## src/design/multi_queue_round_robin_credit_fifo_assert.svh

```systemverilog
// ----------------------------------------------------------------------------
// Assertion macros for the round-robin credit queue block.
// Concurrent checks that compile away when SYNTHESIS is defined.
// ----------------------------------------------------------------------------
`ifndef MULTI_QUEUE_ROUND_ROBIN_CREDIT_FIFO_ASSERT_SVH
`define MULTI_QUEUE_ROUND_ROBIN_CREDIT_FIFO_ASSERT_SVH

`ifndef SYNTHESIS
// Check a property outside reset.
`define MQRR_ASSERT(lbl, clk, rst_n, prop, msg) \
    lbl: assert property (@(posedge clk) disable iff (!(rst_n)) (prop)) else $error(msg);
// Check a property on every edge, reset included.
`define MQRR_ASSERT_ALWAYS(lbl, clk, prop, msg) \
    lbl: assert property (@(posedge clk) (prop)) else $error(msg);
`else
`define MQRR_ASSERT(lbl, clk, rst_n, prop, msg)
`define MQRR_ASSERT_ALWAYS(lbl, clk, prop, msg)
`endif

`endif

```

## src/design/mqrr_pkg.sv

```systemverilog
// ----------------------------------------------------------------------------
// mqrr_pkg
// Types and codes shared by the round-robin credit queue modules.
// ----------------------------------------------------------------------------
package mqrr_pkg;

    // Fixed field widths of one credit word.
    localparam int SUB_W   = 3;
    localparam int POS_W   = 24;
    localparam int DEPTH_W = 2;
    localparam int WORDS_W = 64;
    localparam int FANIN_W = 16;
    localparam int CHAN_W  = 8;
    localparam int STAT_W  = 3;

    // Stored credit record, 116 bits.
    typedef struct packed {
        logic [POS_W-1:0]   pos;
        logic [DEPTH_W-1:0] depth;
        logic [WORDS_W-1:0] words;
        logic [FANIN_W-1:0] fanin;
        logic               repair;
        logic               mark;
        logic [CHAN_W-1:0]  chan;
    } t_credit;

    localparam int REC_W = $bits(t_credit);

    // Operation codes.
    localparam logic OP_ENQ = 1'b0;
    localparam logic OP_DEQ = 1'b1;

    // Result status codes.
    localparam logic [STAT_W-1:0] ST_ENQ    = 3'd0;
    localparam logic [STAT_W-1:0] ST_FULL   = 3'd1;
    localparam logic [STAT_W-1:0] ST_BADSUB = 3'd2;
    localparam logic [STAT_W-1:0] ST_POP    = 3'd3;
    localparam logic [STAT_W-1:0] ST_EMPTY  = 3'd4;

    // Commit request from the control to the pointer bank.
    typedef struct packed {
        logic             enq;
        logic             deq;
        logic [SUB_W-1:0] sub;
    } t_ptr_cmd;

    // Queue status from the pointer bank.
    typedef struct packed {
        logic             bad_sub;
        logic             full;
        logic             any_ready;
        logic [SUB_W-1:0] pop_sub;
    } t_ptr_stat;

endpackage

```

## src/design/mqrr_ptrs.sv

```systemverilog
// ----------------------------------------------------------------------------
// mqrr_ptrs
// Per-subchannel ring pointers, full and empty flags, round-robin selection.
// ----------------------------------------------------------------------------
`include "multi_queue_round_robin_credit_fifo_assert.svh"

module mqrr_ptrs #(
    parameter int QUEUE_DEPTH     = 4096,
    parameter int NUM_SUBCHANNELS = 2,
    parameter int PTR_W           = 12
) (
    input  logic                   i_clk,
    input  logic                   i_rst_n,
    input  mqrr_pkg::t_ptr_cmd     i_cmd,
    output mqrr_pkg::t_ptr_stat    o_stat,
    output logic [PTR_W-1:0]       o_wr_ptr,
    output logic [PTR_W-1:0]       o_rd_ptr
);

    localparam int SW = (NUM_SUBCHANNELS > 1) ? $clog2(NUM_SUBCHANNELS) : 1;
    localparam logic [PTR_W-1:0] PTR_LAST = PTR_W'(QUEUE_DEPTH - 1);

    logic [PTR_W-1:0]           r_wr_ptr [NUM_SUBCHANNELS];
    logic [PTR_W-1:0]           r_rd_ptr [NUM_SUBCHANNELS];
    logic [SW-1:0]              r_rr;
    logic [NUM_SUBCHANNELS-1:0] full_vec;
    logic [NUM_SUBCHANNELS-1:0] empty_vec;
    logic [SW-1:0]              sub_idx;
    logic                       bad_sub;
    logic [SW-1:0]              sel;
    logic                       found;
    logic [SW-1:0]              n_rr;

    // Ring increment that wraps at the queue depth.
    function automatic logic [PTR_W-1:0] ring_next(input logic [PTR_W-1:0] p);
        logic [PTR_W-1:0] q;
        q = (p == PTR_LAST) ? '0 : p + PTR_W'(1);
        return q;
    endfunction

    // Full and empty flags of every ring.
    for (genvar s = 0; s < NUM_SUBCHANNELS; s++) begin : g_flags
        assign full_vec[s]  = (ring_next(r_wr_ptr[s]) == r_rd_ptr[s]);
        assign empty_vec[s] = (r_wr_ptr[s] == r_rd_ptr[s]);
    end

    // Enqueue target check.
    assign bad_sub = ({1'b0, i_cmd.sub} >= 4'(NUM_SUBCHANNELS));
    assign sub_idx = i_cmd.sub[SW-1:0];

    // Round-robin search from the cursor for the first non-empty ring.
    always_comb begin
        logic [SW:0] idx;
        found = 1'b0;
        sel   = '0;
        idx   = '0;
        for (int k = 0; k < NUM_SUBCHANNELS; k++) begin
            idx = (SW+1)'(r_rr) + (SW+1)'(k);
            if (idx >= (SW+1)'(NUM_SUBCHANNELS)) begin
                idx = idx - (SW+1)'(NUM_SUBCHANNELS);
            end
            if (!found && !empty_vec[idx[SW-1:0]]) begin
                found = 1'b1;
                sel   = idx[SW-1:0];
            end
        end
    end

    // Cursor moves to the ring after the one popped.
    assign n_rr = (sel == SW'(NUM_SUBCHANNELS - 1)) ? '0 : sel + SW'(1);

    // Status towards the control.
    always_comb begin
        o_stat.bad_sub   = bad_sub;
        o_stat.full      = full_vec[sub_idx];
        o_stat.any_ready = found;
        o_stat.pop_sub   = mqrr_pkg::SUB_W'(sel);
    end

    assign o_wr_ptr = r_wr_ptr[sub_idx];
    assign o_rd_ptr = r_rd_ptr[sel];

    // Pointer and cursor registers.
    always_ff @(posedge i_clk) begin
        if (!i_rst_n) begin
            for (int s = 0; s < NUM_SUBCHANNELS; s++) begin
                r_wr_ptr[s] <= '0;
                r_rd_ptr[s] <= '0;
            end
            r_rr <= '0;
        end else begin
            if (i_cmd.enq) begin
                r_wr_ptr[sub_idx] <= ring_next(r_wr_ptr[sub_idx]);
            end
            if (i_cmd.deq) begin
                r_rd_ptr[sel] <= ring_next(r_rd_ptr[sel]);
                r_rr          <= n_rr;
            end
        end
    end

    // A push only lands in a valid ring that has room.
    `MQRR_ASSERT(a_enq_room, i_clk, i_rst_n, i_cmd.enq |-> (!bad_sub && !full_vec[sub_idx]), "enqueue committed to a full or invalid ring")
    // A pop only comes from a ring that holds a record.
    `MQRR_ASSERT(a_deq_data, i_clk, i_rst_n, i_cmd.deq |-> found, "pop committed with every ring empty")
    // The cursor always names an existing subchannel.
    `MQRR_ASSERT(a_rr_range, i_clk, i_rst_n, (SW+1)'(r_rr) < (SW+1)'(NUM_SUBCHANNELS), "round-robin cursor out of range")

endmodule

```

## config.mk

```make
export PLATFORM = sky130hd
export DESIGN_NAME = mqrr_ptrs
export DESIGN_NICKNAME = d
export VERILOG_FILES = /design/src/design/mqrr_pkg.sv /design/src/design/mqrr_ptrs.sv
export VERILOG_INCLUDE_DIRS = /design/src /design/src/design
export SDC_FILE = /design/constraint.sdc
export NUM_CORES = 1
export LEC_CHECK = 0
export BUFFER_PORTS_ARGS = -buffer_cell sky130_fd_sc_hd__buf_2
export CAP_MARGIN = 20
export CORE_MARGIN = 5
export CORE_UTILIZATION = 50
export CTS_CLUSTER_SIZE = 30
export DETAILED_ROUTE_END_ITERATION = 12
export GPL_TIMING_DRIVEN = 0
export PLACE_DENSITY = 0.69
export SKIP_CTS_REPAIR_TIMING = 1
export SLEW_MARGIN = 20
export SYNTH_ARGS = -nofsm -noshare
export SYNTH_HDL_FRONTEND = slang
export SYNTH_SLANG_ARGS = --single-unit
```

## constraint.sdc

```tcl
create_clock -name i_clk -period 4.7 [get_ports i_clk]
set_input_delay 0.235 -clock i_clk [delete_from_list [all_inputs] [get_ports i_clk]]
set_output_delay 0.235 -clock i_clk [all_outputs]
set_load 0.05 [all_outputs]
```

== Word level (Yosys, flattened, before mapping) ==
Memory sizes are Yosys's and may differ from the RTL's.
Index checks and enable logic that the tools add are counted.
Storage, ports and cells
  register bits after elaboration: 1
  bits in writable memories: 48
  bits of input ports: 7
  output and inout bits: 30
  logic and storage cells: 59
  memories: 2
Memory list
  r_rd_ptr: depth 2, bits a word 12, rd ports 3, clocked after memory_dff 0, write ports 2, RTL line mqrr_ptrs.sv:24  | logic [PTR_W-1:0] r_rd_ptr [NUM_SUBCHANNELS];
  r_wr_ptr: depth 2, bits a word 12, rd ports 3, clocked after memory_dff 0, write ports 2, RTL line mqrr_ptrs.sv:23  | logic [PTR_W-1:0] r_wr_ptr [NUM_SUBCHANNELS];
Cells by class
  add/subtract/negate cells: 8
  magnitude comparators: 6
  equality and inequality tests: 8
  multiplexer cells: 30
  reductions and logical operators: 4
Operators with widths (number)
  12-bit two-way mux: 6
  12-bit by 1-bit adder with 12-bit output, second input constant: 4
  12-bit == test: 4
  12-bit == test, second input constant: 4
  1-bit two-way mux: 24
  12-bit OR reduction: 2
  1-bit by 2-bit less-than comparator with 1-bit output, second input constant: 3
  3-bit by 2-bit >= comparator with 1-bit output, second input constant: 1
  1-bit by 1-bit adder with 2-bit output, second input constant: 1
  1-bit by 2-bit >= comparator with 1-bit output, second input constant: 1
  2-bit >= comparator, second input constant: 1
  1-bit subtractor, second input constant: 2
  1-bit adder, second input constant: 1
  1-bit logical AND: 1
  1-bit logical NOT: 1

== Depth between registers and ports, before layout ==
Gate-level depths: netlist of the first run.
An unclocked memory read counts as a cell.
  word-level depth: 12
  mapped depth: 18
  gate-level depth less buffers: 14

== Least setup slack after synthesis of the first run ==
Ideal clock, no wire load.
  kind: reg-to-reg
  start point: memory r_wr_ptr[1][2]
  end point: memory r_rd_ptr[0][9] (data pin)
  arrival: 3475 ps
  required time: 4446 ps
  setup slack: 971 ps
  stages on the path, launching flop included: 18
  period minus slack after synthesis: 3729 ps
  path through: edfxtp_1 -> buf_6 -> xnor2_1 -> nand4_1 -> or3_1 -> buf_2 -> nand2_4 -> clkbuf_1 -> nand2_1 -> nand2_1 -> ha_1 -> clkbuf_1 -> inv_1 -> nor3_1 -> a31oi_1 -> nand3_1 -> o221ai_1 -> a21o_1
RTL lines (RTL line)
  start, declared: mqrr_ptrs.sv:23
  end, declared: mqrr_ptrs.sv:24

==> results of run 1 <==
-- worst max-delay path, cell delays in order, from the launching register on --
cell and delay (ps):
edfxtp_1 360, clkbuf_1 210, xnor2_1 310, nand4_1 190, or3_1 370, buf_2 170
nand2_4 110, clkbuf_1 380, nand2_1 90, nand2_1 110, ha_1 150, clkbuf_1 340
inv_1 130, nor3_1 420, a31oi_1 180, nand3_1 110, o221ai_1 180, a21o_1 200
-- worst max path at each step --
stage | end | slack [ps] | depth (start not counted)
2_1_floorplan | r_rd_ptr[0][9]$_SDFFCE_PN0P_ | 970 | 17
3_5_place_dp | r_rd_ptr[1][9]$_SDFFCE_PN0P_ | 530 | 17
6_report | r_rd_ptr[1][9]$_SDFFCE_PN0P_ | 430 | 17
5_1_grt | r_rd_ptr[1][9]$_SDFFCE_PN0P_ | 70 | 17
4_1_cts | r_rd_ptr[0][9]$_SDFFCE_PN0P_ | 500 | 17
3_3_place_gp | r_rd_ptr[0][9]$_SDFFCE_PN0P_ | 580 | 17
-- cell families after synthesis --
logic type                 after synthesis  share of synthesized area
and+or+nand+nor                        222                      0.283
AOI/OAI and AO/OA                       71                      0.119
buffers and inverters                   62                     0.0772
xor gates and xnor gates                61                      0.127
DFF                                     49                      0.347
muxes                                   13                     0.0353
adders and majority gates                4                     0.0119
other                                    1                   0.000889
-- placed cells by master (no fill, tap or decap), types with 16 or more instances in the layout --
master,instances
buf_2,41
edfxtp_1,48
nor3_1,25
nor2_1,44
clkbuf_1,22
o21ai_0,20
inv_1,16
xnor2_1,46
nand3_1,21
nand2_1,56
-- Yosys cell counts, types with 2 or more instances --
cell type / instances / area share
buf_6: 2 / 0.0053
ha_1: 4 / 0.012
o221ai_1: 3 / 0.0062
buf_4: 7 / 0.012
nand3_1: 21 / 0.025
nor2_1: 44 / 0.039
or2_2: 3 / 0.0045
o31ai_1: 2 / 0.0036
mux2_2: 11 / 0.029
nor4b_2: 2 / 0.0071
nand2_1: 56 / 0.050
o2111a_1: 2 / 0.0053
xor2_1: 15 / 0.031
a21oi_1: 13 / 0.015
clkbuf_1: 21 / 0.019
o211a_1: 2 / 0.0047
o41ai_1: 2 / 0.0042
edfxtp_1: 48 / 0.34
and4b_1: 2 / 0.0047
nor4b_1: 2 / 0.0042
nor4_1: 13 / 0.019
buf_1: 2 / 0.0018
a21o_1: 2 / 0.0036
and3_1: 7 / 0.010
xnor2_1: 46 / 0.096
nand4_1: 12 / 0.018
nor3b_1: 4 / 0.0071
a211oi_1: 3 / 0.0053
and3b_1: 2 / 0.0042
and2_1: 3 / 0.0045
and4_1: 3 / 0.0062
nand2b_1: 5 / 0.0074
a31oi_1: 4 / 0.0059
or3_1: 4 / 0.0059
inv_1: 16 / 0.014
clkbuf_8: 4 / 0.013
nor3_1: 25 / 0.030
o21ai_0: 20 / 0.024
buf_2: 9 / 0.011
o211ai_1: 4 / 0.0071
nand3_2: 2 / 0.0047
-- per-layer routing --
layer	wire length, microns	share of wire	up-vias	track usage
met4	191	0.017	0	0.0636
met2	5560	0.49	157	0.394
met1	4760	0.42	1803	0.283
met5	0	0	-	0
li1	-	-	1824	-
met3	763	0.068	28	0.0225
-- metrics by stage --
stage                     cells  total power [uW]  area, sq um
after detailed placement    621               898         4510
final                       629              1180         4620
after CTS                   629              1190         4620
after global routing        629              1240         4620
after floorplan             484               812         4220
after global placement      621               892         4510
-- flip-flops by register name, summed over array words and instances, names as in the netlist --
signal / cells
r_rd_ptr: 24
r_rr: 1
r_wr_ptr: 24
-- report_power, final --
group          switching, uW  internal, uW  leakage [uW]  total, uW
clock                    136           157     0.0000528        293
sequential              25.9           509      0.000512        535
combinational            243           113       0.00106        356
-- layout make-up --
class	instances	area [sq um]	area share
multi-input cells	373	2430	0.527
clock buffers	6	72.6	0.0157
inverters	17	63.8	0.0138
plain buffers	45	262	0.0566
well taps	105	131	0.0284
repair buffers	32	160	0.0347
flip-flops and latches	49	1460	0.316
clock inverters	2	33.8	0.00732
==> impl_metrics.env, run 1 <==
export IMPL_cp_arrival_ps=4340
export IMPL_ant_nets=0
export IMPL_dr_pass1_iters=5
export IMPL_syn_to_final_growth_pct=9.53
export IMPL_first_global_vias=3594
export IMPL_rrSetupSlack_ps=430
export IMPL_hold_class="in -> reg"
export IMPL_cts_tree="done"
export IMPL_cts_root_buf="clkbuf_8"
export IMPL_track_usage=0.220
export IMPL_crit_start="r_rd_ptr[1][5]$_SDFFCE_PN0P_"
export IMPL_fin_crit_sh=0.909
export IMPL_hpwlAfterDp_microns=8550
export IMPL_leakagePower_uw=0.00163
export IMPL_synthDistinctLibCells=72
export IMPL_cts_buffers=5
export IMPL_ys_ff_latch=49
export IMPL_synth_edff_count=48
export IMPL_htreeDepth=2
export IMPL_die_area_sq_um=10400
export IMPL_synthArstFlopShare=0
export IMPL_clk_latency_ps=300
export IMPL_clk_path_buf_depth=2
export IMPL_cp_end_kind="flop"
export IMPL_routed_wl_microns=11300
export IMPL_vias_per_cell=6.06
export IMPL_powerDensity_nw_per_um2=257
export IMPL_ys_warn_count=0
export IMPL_antenna_cells_inserted=0
export IMPL_syn_area_sq_um=4220
export IMPL_drt_initial_drc_count=374
export IMPL_rr_startpoint="r_rd_ptr[1][5]$_SDFFCE_PN0P_"
export IMPL_whs_ps=337
export IMPL_vdd_drop_max_mv=0.152
export IMPL_period_needed_ps=4270
export IMPL_ff2ff_path_depth=17
export IMPL_antenna_found_initial=0
export IMPL_min_to="r_rr$_SDFFE_PN0P_"
export IMPL_vias=3812
export IMPL_crit_path_start_kind="flop"
export IMPL_slew_headroom=0.534
export IMPL_ys_flop_type="edfxtp_1"
export IMPL_initial_core_util=0.513
export IMPL_utilization=0.562
export IMPL_holdPathStages=3
export IMPL_ys_seq_area_frac=0.347
export IMPL_setup_viol=0
export IMPL_holdCritStartpoint="i_cmd[3]"
export IMPL_io_buffer_count=32
export IMPL_pin_count=37
export IMPL_drc_errors=0
export IMPL_rsz0062_at_grt="false"
export IMPL_worst_slack_ps=426
export IMPL_crit_type="reg -> reg"
export IMPL_wl_per_cell_microns=17.9
export IMPL_slew_violations=0
export IMPL_core_area_sq_um=8220
export IMPL_clock_sinks=49
export IMPL_maxCapViolations=0
export IMPL_cts_clk_slew_worst_paths_ps=90
export IMPL_finalHoldViolations=0
export IMPL_pre_cts_slack_ps=528
export IMPL_rows=33
export IMPL_n_fill_cell=760
export IMPL_outcome="finished, final reports clean"
export IMPL_grt_max_degree=15
export IMPL_die_x_microns=102
export IMPL_grt_pass1_wl_microns=17800
export IMPL_fin_nets=534
export IMPL_drive_gt1_frac=0.174
export IMPL_reg2reg_to="r_rd_ptr[1][9]$_SDFFCE_PN0P_"
export IMPL_worst_slew_pin_slew_ps=693
export IMPL_max_freq_mhz=234
export IMPL_finalSetupTns_ps=0
export IMPL_grt_overflow_total=0
export IMPL_gp_congestion=0.913
export IMPL_syn_avg_cell_area_sq_um=8.73
export IMPL_cp_required_ps=4770
export IMPL_fp_dieH_microns=102
export IMPL_skew_ps=9.23
export IMPL_critical_path_max_fanout=10
export IMPL_synthCells=483
No activity file was read; power rests on OpenSTA's default activity.
==> run 2, diff against run 1 <==
--- a/config.mk
+++ b/config.mk
@@ -10,9 +10,11 @@
 export CAP_MARGIN = 20
 export CORE_MARGIN = 5
 export CORE_UTILIZATION = 50
+export CTS_CLUSTER_DIAMETER = 30
 export CTS_CLUSTER_SIZE = 30
 export DETAILED_ROUTE_END_ITERATION = 12
 export GPL_TIMING_DRIVEN = 0
+export MAX_ROUTING_LAYER = met4
 export PLACE_DENSITY = 0.69
 export SKIP_CTS_REPAIR_TIMING = 1
 export SLEW_MARGIN = 20
==> impl_metrics.env, run 2 (same netlist as run 1, synthesis figures left out) <==
export IMPL_clk_path_buf_depth=2
export IMPL_routed_wl_microns=11600
export IMPL_dr_pass1_iters=5
export IMPL_final_cell_area_sq_um=4600
export IMPL_crit_path_start_kind="flop"
export IMPL_finalSetupTns_ps=0
export IMPL_final_common_cell="nand2_1"
export IMPL_fin_nets=534
export IMPL_cp_required_ps=4770
export IMPL_powerDensity_nw_per_um2=248
export IMPL_drt_initial_drc_count=345
export IMPL_whs_ps=315
export IMPL_fin_crit_sh=0.919
export IMPL_max_freq_mhz=232
export IMPL_rr_startpoint="r_wr_ptr[1][6]$_SDFFCE_PN0P_"
export IMPL_maxCapViolations=0
export IMPL_vias_per_cell=6.09
export IMPL_cts_root_buf="clkbuf_8"
export IMPL_hold_class="in -> reg"
export IMPL_vdd_drop_max_mv=0.124
export IMPL_worst_slew_pin_slew_ps=661
export IMPL_first_global_vias=3646
export IMPL_ant_nets=0
export IMPL_setup_viol=0
export IMPL_utilization=0.560
export IMPL_largestRegisters="r_rd_ptr x24, r_wr_ptr x24, r_rr x1"
export IMPL_pin_count=37
export IMPL_grt_max_degree=16
export IMPL_cts_clk_slew_worst_paths_ps=90
export IMPL_finalPower_uw=1140
export IMPL_core_area_sq_um=8220
export IMPL_cp_end_kind="flop"
export IMPL_cp_arrival_ps=4390
export IMPL_critical_path_max_fanout=10
export IMPL_rows=33
export IMPL_wl_per_cell_microns=18.5
export IMPL_drive_gt1_frac=0.176
export IMPL_antenna_found_initial=0
export IMPL_drc_errors=0
export IMPL_grt_overflow_total=0
export IMPL_hpwlAfterDp_microns=8530
export IMPL_slew_headroom=0.555
export IMPL_period_needed_ps=4320
export IMPL_io_buffer_count=32
export IMPL_n_fill_cell=768
export IMPL_fp_dieH_microns=102
export IMPL_die_x_microns=102
export IMPL_crit_type="reg -> reg"
export IMPL_skew_ps=10.9
export IMPL_slew_violations=0
export IMPL_finalHoldViolations=0
export IMPL_crit_start="r_wr_ptr[1][6]$_SDFFCE_PN0P_"
export IMPL_track_usage=0.234
export IMPL_holdCritStartpoint="i_cmd[3]"
export IMPL_clk_latency_ps=310
export IMPL_mostFrequentLayoutCells="nand2_1 (56), edfxtp_1 (48), xnor2_1 (46)"
export IMPL_rsz0062_at_grt="false"
export IMPL_vias=3831
export IMPL_initial_core_util=0.513
export IMPL_clock_sinks=49
export IMPL_post_dp_cell_area_sq_um=4510
export IMPL_antenna_cells_inserted=0
export IMPL_leakagePower_uw=0.00162
export IMPL_syn_to_final_growth_pct=9.05
export IMPL_cts_buffers=5
export IMPL_grt_pass1_wl_microns=18400
export IMPL_die_area_sq_um=10400
export IMPL_gp_congestion=0.928
export IMPL_cts_tree="done"
export IMPL_htreeDepth=2
export IMPL_outcome="finished, final reports clean"
[run 2: cell type report]
class / instances / area [sq um] / area share
multi-input cells: 373 / 2430 / 0.529
flip-flops and latches: 49 / 1460 / 0.318
plain buffers: 45 / 262 / 0.0569
repair buffers: 32 / 160 / 0.0348
well taps: 105 / 131 / 0.0286
clock buffers: 5 / 68.8 / 0.0150
inverters: 17 / 63.8 / 0.0139
clock inverters: 3 / 17.5 / 0.00381
[run 2: report_power, final]
part,switching [uW],total (uW),internal [uW],leakage (uW)
Sequential,26.1,535,509,0.000512
Clock,145,248,103,0.0000455
Combinational,245,358,113,0.00106
Total,416,1140,726,0.00162
[run 2: worst paths after layout]
| check | end | slack, ps | cells after the start |
|---|---|---|---|
| max | r_rd_ptr[0][9]$_SDFFCE_PN0P_ | 380 | 16 |
| min | r_rr$_SDFFE_PN0P_ | 310 | 3 |
| max reg2reg | r_rd_ptr[0][9]$_SDFFCE_PN0P_ | 380 | 16 |
| min reg2reg | r_rr$_SDFFE_PN0P_ | 510 | 1 |
[run 2: per-stage QoR]
| stage | instances | worst slack, ps |
|---|---|---|
| 3_5_place_dp | 621 | 500 |
| 4_1_cts | 629 | 468 |
| 5_1_grt | 629 | 47.8 |
| 3_3_place_gp | 621 | 581 |
| 6_report | 629 | 381 |
| 2_1_floorplan | 484 | 971 |
[run 2: critical path, cell delays in order (launching register included)]
cell and delay [ps]:
edfxtp_1 540, xnor2_1 330, nand4_1 170, or3_1 380, buf_2 170, nand2_4 110, clkbuf_1 390, nand2_1 100
nand2_1 110, ha_1 150, clkbuf_1 370, inv_1 140, nor3_1 420, a31oi_1 180, nand3_1 110, o221ai_1 200
a21o_1 210
[run 2: routing by layer]
| metal | track usage | part of all wire | vias to the layer above |
|---|---|---|---|
| li1 | - | - | 1820 |
| met1 | 0.294 | 0.42 | 1788 |
| met2 | 0.386 | 0.48 | 204 |
| met3 | 0.0341 | 0.079 | 19 |
| met4 | 0.0807 | 0.020 | 0 |
| met5 | - | 0 | - |
